<file path="src/assert_macros.svh">
// Assertion macros for the RTL file that carries checks.
`ifndef ASSERT_MACROS_SVH
`define ASSERT_MACROS_SVH

// Property checked on every rising clk_i edge, off while rst_ni is low.
`define ASSERT_CLK(lbl, prop, msg) \
  lbl: assert property (@(posedge clk_i) disable iff (!rst_ni) (prop)) else $error(msg);

// Condition that must never be seen on a clk_i edge out of reset.
`define ASSERT_NEVER(lbl, cond, msg) \
  `ASSERT_CLK(lbl, !(cond), msg)

`endif

</file>
<file path="src/rtpjm_pkg.sv">
// Package for the RTP stream lock and jitter monitor: types, widths and constants.
`default_nettype none

package rtpjm_pkg;

  // Default RTP clock rate in ticks per millisecond
  localparam int unsigned TICKS_PER_MS_DEF = 16;

  // Configuration port
  localparam int unsigned CFG_IDX_W  = 3;
  localparam int unsigned CFG_DATA_W = 32;

  typedef enum logic [CFG_IDX_W-1:0] {
    REG_LOCAL_IP        = 3'd0,
    REG_MIN_LENGTH      = 3'd1,
    REG_MASTER_MODE     = 3'd2,
    REG_PRESET_LOCK     = 3'd3,
    REG_PRESET_OUT_SSRC = 3'd4,
    REG_PRESET_IN_SSRC  = 3'd5
  } cfg_reg_e;

  localparam logic [15:0] MIN_LENGTH_RST = 16'd34;

  // Accepted RTP versions
  localparam logic [1:0] RTP_VER1 = 2'd1;
  localparam logic [1:0] RTP_VER2 = 2'd2;

  // Stream widths (whole bytes)
  localparam int unsigned IN_TDATA_W  = 168;
  localparam int unsigned OUT_TDATA_W = 264;

  // Jitter datapath
  localparam int unsigned US_PER_MS  = 1000;
  localparam int unsigned RA_W       = 10;   // remainder modulo 1000
  localparam int unsigned QA_W       = 22;   // 32-bit value divided by 1000
  localparam int unsigned DIF_W      = 32;
  localparam int unsigned JIT_W      = 40;
  localparam int unsigned AVG_TERM_W = 45;   // DIF_W x 13-bit coefficient
  localparam int unsigned AVG_SUM_W  = 57;
  localparam int unsigned RFC_SUM_W  = 45;

  // Moving average 0.9 / 0.1 in Q16, rounded
  localparam int unsigned AVG_OLD = 58982;
  localparam int unsigned AVG_NEW = 6554;
  localparam int unsigned AVG_RND = 32768;

  // Estimator gain 1/16, rounded
  localparam int unsigned RFC_OLD = 15;
  localparam int unsigned RFC_RND = 8;

  // Per-packet side information carried down the pipeline
  typedef struct packed {
    logic        rec;
    logic        dir;
    logic        report;
    logic        do_jit;
    logic [15:0] seq;
    logic [31:0] ts;
    logic [31:0] ssrc;
    logic [31:0] arr;
    logic [31:0] lock_out;
    logic [31:0] lock_in;
  } meta_t;

endpackage

`default_nettype wire

</file>
<file path="src/rtpjm_jitter_pipe.sv">
// Pipelined transit-time difference datapath for the jitter estimators.
`default_nettype none

module rtpjm_jitter_pipe import rtpjm_pkg::*; #(
  parameter int unsigned TICKS_PER_MS = TICKS_PER_MS_DEF
) (
  input  wire logic                  clk_i,
  input  wire logic                  rst_ni,
  input  wire logic                  in_valid_i,
  output logic                       in_ready_o,
  input  wire meta_t                 meta_i,
  input  wire logic [31:0]           da_i,       // arrival delta, two's complement
  input  wire logic [31:0]           dt_i,       // timestamp delta, two's complement
  output logic                       out_valid_o,
  input  wire logic                  out_ready_i,
  output meta_t                      meta_o,
  output logic [AVG_TERM_W-1:0]      avg_term_o, // AVG_NEW * dif
  output logic [DIF_W-1:0]           dif1_o
);

  localparam int unsigned NSTG = 5;

  // Exact reciprocal for dt / TICKS_PER_MS over 32-bit magnitudes
  localparam int unsigned TL      = $clog2(TICKS_PER_MS);
  localparam int unsigned ST      = 32 + TL;
  localparam logic [63:0] RT_FULL = ((64'd1 << ST) + 64'(TICKS_PER_MS) - 64'd1)
                                    / 64'(TICKS_PER_MS);
  localparam logic [32:0] RT      = RT_FULL[32:0];

  // Exact reciprocal for x / 1000 over 32-bit magnitudes
  localparam int unsigned SK      = 32 + RA_W;
  localparam logic [63:0] RK_FULL = ((64'd1 << SK) + 64'(US_PER_MS) - 64'd1)
                                    / 64'(US_PER_MS);
  localparam logic [32:0] RK      = RK_FULL[32:0];

  // Remainder times ticks, then divided by 1000
  localparam int unsigned RAT_W   = $clog2(((US_PER_MS - 1) * TICKS_PER_MS) + 1);
  localparam int unsigned S3      = RAT_W + RA_W;
  localparam int unsigned R3_W    = RAT_W + 1;
  localparam logic [63:0] R3_FULL = ((64'd1 << S3) + 64'(US_PER_MS) - 64'd1)
                                    / 64'(US_PER_MS);
  localparam logic [R3_W-1:0] R3  = R3_FULL[R3_W-1:0];
  localparam int unsigned PF_W    = RAT_W + R3_W;

  localparam int unsigned QAT_W   = QA_W + $clog2(TICKS_PER_MS + 1);
  localparam int unsigned M1_W    = QAT_W + 1;
  localparam int unsigned D1_W    = ((M1_W > 32) ? M1_W : 32) + 2;
  localparam int unsigned QT1K_W  = 32 + RA_W;
  localparam int unsigned DS_W    = QT1K_W + 2;

  // Stage handshake
  logic [NSTG-1:0] vld_q;
  logic [NSTG-1:0] rdy;
  logic [NSTG-1:0] ld;
  meta_t           meta_q [NSTG];

  always_comb begin
    rdy[NSTG-1] = !vld_q[NSTG-1] || out_ready_i;
    for (int k = NSTG - 2; k >= 0; k--) begin
      rdy[k] = !vld_q[k] || rdy[k+1];
    end
    ld[0] = rdy[0] && in_valid_i;
    for (int k = 1; k < NSTG; k++) begin
      ld[k] = rdy[k] && vld_q[k-1];
    end
  end

  always_ff @(posedge clk_i or negedge rst_ni) begin
    if (!rst_ni) begin
      vld_q <= '0;
    end else begin
      if (rdy[0]) begin
        vld_q[0] <= in_valid_i;
      end
      for (int k = 1; k < NSTG; k++) begin
        if (rdy[k]) begin
          vld_q[k] <= vld_q[k-1];
        end
      end
    end
  end

  always_ff @(posedge clk_i) begin
    if (ld[0]) begin
      meta_q[0] <= meta_i;
    end
    for (int k = 1; k < NSTG; k++) begin
      if (ld[k]) begin
        meta_q[k] <= meta_q[k-1];
      end
    end
  end

  // Stage 0: magnitudes and reciprocal multiplies
  logic [31:0] am;
  logic [31:0] tm;
  logic [64:0] pt;
  logic [64:0] pa;
  logic [31:0] qt0_q;
  logic [QA_W-1:0] qa0_q;
  logic [31:0] am0_q;
  logic [31:0] da0_q;
  logic [31:0] dt0_q;

  always_comb begin
    am = da_i[31] ? (~da_i + 32'd1) : da_i;
    tm = dt_i[31] ? (~dt_i + 32'd1) : dt_i;
    pt = 65'(tm) * 65'(RT);
    pa = 65'(am) * 65'(RK);
  end

  always_ff @(posedge clk_i) begin
    if (ld[0]) begin
      qt0_q <= 32'(pt >> ST);
      qa0_q <= QA_W'(pa >> SK);
      am0_q <= am;
      da0_q <= da_i;
      dt0_q <= dt_i;
    end
  end

  // Stage 1: scale quotients back, remainder of |da| / 1000
  logic [31:0] qk1;
  logic [31:0] ra;
  logic [QT1K_W-1:0] qt1k1_q;
  logic [RA_W-1:0]   ra1_q;
  logic [QAT_W-1:0]  qat1_q;
  logic [31:0]       da1_q;
  logic [31:0]       dt1_q;

  always_comb begin
    qk1 = 32'(qa0_q) * 32'(US_PER_MS);
    ra  = am0_q - qk1;
  end

  always_ff @(posedge clk_i) begin
    if (ld[1]) begin
      qt1k1_q <= QT1K_W'(qt0_q) * QT1K_W'(US_PER_MS);
      ra1_q   <= ra[RA_W-1:0];
      qat1_q  <= QAT_W'(qa0_q) * QAT_W'(TICKS_PER_MS);
      da1_q   <= da0_q;
      dt1_q   <= dt0_q;
    end
  end

  // Stage 2: microsecond difference |da - (dt / T) * 1000|, saturated
  logic [DS_W-1:0]  dax;
  logic [DS_W-1:0]  qx;
  logic [DS_W-1:0]  dsum;
  logic [DS_W-1:0]  dmag;
  logic [DIF_W-1:0] dif;
  logic [RAT_W-1:0] rat2_q;
  logic [QAT_W-1:0] qat2_q;
  logic [DIF_W-1:0] dif2_q;
  logic             sa2_q;
  logic [31:0]      dt2_q;

  always_comb begin
    dax  = {{(DS_W-32){da1_q[31]}}, da1_q};
    qx   = DS_W'(qt1k1_q);
    // quotient is negative when dt is negative
    dsum = dt1_q[31] ? (dax + qx) : (dax - qx);
    dmag = dsum[DS_W-1] ? (~dsum + DS_W'(1)) : dsum;
    dif  = (|dmag[DS_W-1:DIF_W]) ? '1 : dmag[DIF_W-1:0];
  end

  always_ff @(posedge clk_i) begin
    if (ld[2]) begin
      rat2_q <= RAT_W'(ra1_q) * RAT_W'(TICKS_PER_MS);
      qat2_q <= qat1_q;
      dif2_q <= dif;
      sa2_q  <= da1_q[31];
      dt2_q  <= dt1_q;
    end
  end

  // Stage 3: |da| * T / 1000 = qa * T + (ra * T) / 1000
  logic [PF_W-1:0]  pf;
  logic [M1_W-1:0]  m1;
  logic [M1_W-1:0]  m13_q;
  logic [DIF_W-1:0] dif3_q;
  logic             sa3_q;
  logic [31:0]      dt3_q;

  always_comb begin
    pf = PF_W'(rat2_q) * PF_W'(R3);
    m1 = M1_W'(qat2_q) + M1_W'(pf >> S3);
  end

  always_ff @(posedge clk_i) begin
    if (ld[3]) begin
      m13_q  <= m1;
      dif3_q <= dif2_q;
      sa3_q  <= sa2_q;
      dt3_q  <= dt2_q;
    end
  end

  // Stage 4: tick difference |da * T / 1000 - dt|, saturated; weighted us term
  logic [D1_W-1:0]  mx;
  logic [D1_W-1:0]  dtx;
  logic [D1_W-1:0]  d1s;
  logic [D1_W-1:0]  d1m;
  logic [DIF_W-1:0] d1;
  logic [AVG_TERM_W-1:0] term4_q;
  logic [DIF_W-1:0]      dif14_q;

  always_comb begin
    mx  = D1_W'(m13_q);
    dtx = {{(D1_W-32){dt3_q[31]}}, dt3_q};
    d1s = sa3_q ? ((~mx + D1_W'(1)) - dtx) : (mx - dtx);
    d1m = d1s[D1_W-1] ? (~d1s + D1_W'(1)) : d1s;
    d1  = (|d1m[D1_W-1:DIF_W]) ? '1 : d1m[DIF_W-1:0];
  end

  always_ff @(posedge clk_i) begin
    if (ld[4]) begin
      term4_q <= AVG_TERM_W'(dif3_q) * AVG_TERM_W'(AVG_NEW);
      dif14_q <= d1;
    end
  end

  assign in_ready_o  = rdy[0];
  assign out_valid_o = vld_q[NSTG-1];
  assign meta_o      = meta_q[NSTG-1];
  assign avg_term_o  = term4_q;
  assign dif1_o      = dif14_q;

endmodule

`default_nettype wire

</file>
<file path="config.mk">
export PLATFORM = sky130hd
export DESIGN_NAME = rtpjm_jitter_pipe
export DESIGN_NICKNAME = d
export VERILOG_FILES = /design/src/assert_macros.svh /design/src/rtpjm_pkg.sv /design/src/rtpjm_jitter_pipe.sv
export SDC_FILE = /design/constraint.sdc
export NUM_CORES = 2
export LEC_CHECK = 0
export BUFFER_PORTS_ARGS = -buffer_cell sky130_fd_sc_hd__buf_2
export CORE_ASPECT_RATIO = 1.25
export CORE_MARGIN = 2
export CORE_UTILIZATION = 45
export DETAILED_ROUTE_END_ITERATION = 8
export SETUP_SLACK_MARGIN = 0.2
export SKIP_CTS_REPAIR_TIMING = 1
export SLEW_MARGIN = 30
export SYNTH_ARGS = -nofsm -noshare
export SYNTH_HDL_FRONTEND = slang
export SYNTH_SLANG_ARGS = --single-unit
</file>
<file path="constraint.sdc">
create_clock -name clk_i -period 13 [get_ports clk_i]
set_input_delay 2.6 -clock clk_i [delete_from_list [all_inputs] [get_ports clk_i]]
set_output_delay 2.6 -clock clk_i [all_outputs]
set_load 0.02 [all_outputs]
</file>
==> out/metrics.cfg <==
[timing]
worstMarginPinSlew_ns = 1.03
setup_viol = 0
fin_crit_ns = 12.16
finalClockSkew_ns = 0.0615
relSlewSlack_pct = 31.0
maxSlewViolCount = 0
rsz0062_at_grt = no
min_period_over_period_pct = 93.6
tns_ns = 0
hold_viol = 0
max_freq_mhz = 82.2

[placed_design]
gp_congestion = 0.919
place_inst = 8691
dp_hpwl_um = 141000
portBuffers = 505

[synth]
syn_avg_cell_area_um2 = 13.7
async_reset_ff_share_pct = 0.351
yosysMostFrequentCell = edfxtp_1
ys.flop_type = edfxtp_1
synthTopCellsByArea = edfxtp_1 52%, fa_1 14%, ha_1 13%
yosys_warnings = 0
synthTopCellsByCount = 1418 x edfxtp_1, 904 x inv_1, 830 x ha_1
synth.top_cell.area_share_pct = 52.0
synthCells = 5959
synth_fp_nets = 7597
ys_seq_area_share_pct = 52.2
synth_cell_types = 92
synth_top_area_cell = edfxtp_1
ys_ff_latch = 1423
synth_area_mm2 = 0.0819
synth-edff-count = 1418

[critical_path]
cpMostUsedCell = inv_1
worst_path_max_delay_cell = fa_1
start_kind = input port
arrival_ns = 12.68
critPathMaxStageDelay_ns = 0.54
required_ns = 13.52
path_class = in -> reg
end_kind = flip-flop
crit_fanout = 4

[drt]
drt-total-wl_um = 180000
drcViolationCount = 0
detail_route.vias_per_cell = 5.09
drt-initial-drc-count = 2352
postRouteAntennaNets = 0
dr.pass1.iters = 6
vias = 45628
routedWlPerCell_um = 20.1

[worst_hold_path]
min_path_type = reg -> reg

[clock_tree]
cts-root-buf = clkbuf_16
insertion_delay_ns = 0.79
cts_tree = done
cts_sinks = 1423
max-clock-path-buffers = 3
htreeDepth = 4
numCtsBuffers = 143
path_clk_slew_ns = 0.07

[run_status]
run_status = finished clean

[global_route]
overflow = 0
grt_max_degree = 158
antenna_found_initial = 52
grt_pass1_wl_um = 274000
track_usage_pct = 19.4
grt_pass1_vias = 47408

[job]
maxCapViolCount = 0

[layout]
fin_cells = 8969
fillers = 15655
drive_above_1_share_pct = 13.2
nets = 8087
syn2layout_area_growth_pct = 11.7

[floorplanning]
rows = 175
die_y_um = 481
start_util_pct = 45.2
io_pins = 507
core-area_mm2 = 0.181
die-area_mm2 = 0.185
dieWidth_um = 386

placed cells by master (no fill, tap or decap), drive strengths merged, types with 61 or more instances in the layout:
master	count
clkbuf	173
nor2	208
nor3	78
xnor2	232
xor2	121
nand3	80
a21oi	228
o21ai	135
fa	560
buf	587
edfxtp	1418
ha	830
nand2	224
inv	912
clkinv	61
metal layers:
metal	vias to the layer above	global-route usage, %	wire length [µm]
li1	21734	-	-
met1	22509	23.7	72500
met2	1005	34.0	91400
met3	330	4.48	10500
met4	50	6.00	5160
met5	-	0	333
worst max-delay path: cells and delay by family:
kind / cells / cell delay (ns)
compound gates: 10 / 2.18
buf+inv: 12 / 1.14
simple gates: 10 / 2.54
xor+xnor: 2 / 0.33
fa+ha+maj: 10 / 3.87
flip-flops by register name, summed over array words and instances, names as in the netlist, 5 cells and up:
register and cells:
am0_q 10, avg_term_o 44, da0_q 31, da1_q 31, dif1_o 32, dif2_q 32, dif3_q 32, dt0_q 32
dt1_q 32, dt2_q 32, dt3_q 32, m13_q 27, meta_q 900, qa0_q 22, qat1_q 22, qat2_q 22
qt0_q 28, qt1k1_q 35, ra1_q 10, rat2_q 10, vld_q 5
layout make-up:
type	count	area, µm²	area share [%]
clock inverters	90	1100	1.21
flip-flops and latches	1423	42700	46.7
inverters	904	3390	3.71
diodes	13	32.5	0.0356
clock buffers	173	3710	4.06
well taps	2389	2990	3.27
repair buffers	587	3270	3.58
multi-input cells	3390	34200	37.4
metrics by stage:
| stage | util (%) | area (µm²) | worst slack [ns] | hold WS [ns] |
|---|---|---|---|---|
| 6_report | 50.4 | 91400 | 0.838 | 0.371 |
| 3_3_place_gp | 47.7 | 86500 | 0.158 | 0.400 |
| 5_1_grt | 50.4 | 91400 | 0.319 | 0.384 |
| 2_1_floorplan | - | 81900 | 0.724 | 0.400 |
| 3_5_place_dp | 47.7 | 86500 | 0.159 | 0.405 |
| 4_1_cts | 50.4 | 91300 | 0.975 | 0.374 |
final timing paths:
check / from / endpoint / slack, ns / depth (start not counted)
min in group asynchronous: rst_ni / vld_q[0]$_DFFE_PN0N_ / 1.63 / 1
max reg2reg: qt1k1_q[13]$_DFFE_PP_ / dif2_q[1]$_SDFFCE_PP1P_ / 4.82 / 21
max in group asynchronous: rst_ni / vld_q[3]$_DFFE_PN0P_ / 11.23 / 1
min reg2reg: meta_q[0][229]$_DFFE_PP_ / meta_q[0][409]$_DFFE_PP_ / 0.37 / 0
min: meta_q[0][229]$_DFFE_PP_ / meta_q[0][409]$_DFFE_PP_ / 0.37 / 0
max: da_i[1] / qa0_q[21]$_DFFE_PP_ / 0.84 / 44
cell families after synthesis:
kind of cell               Yosys count  share of synthesized area (%)
muxes                               16                          0.199
adders and majority gates         1390                           26.4
and+or+nand+nor                    895                           5.53
AOI/OAI and AO/OA                  735                           5.87
buffers and inverters             1146                           6.10
xor gates and xnor gates           353                           3.78
other                                1                        0.00458
DFF                               1423                           52.2
Power is not shown: default switching activity piles up to over one toggle a cycle in this logic, so the estimate is an artifact.
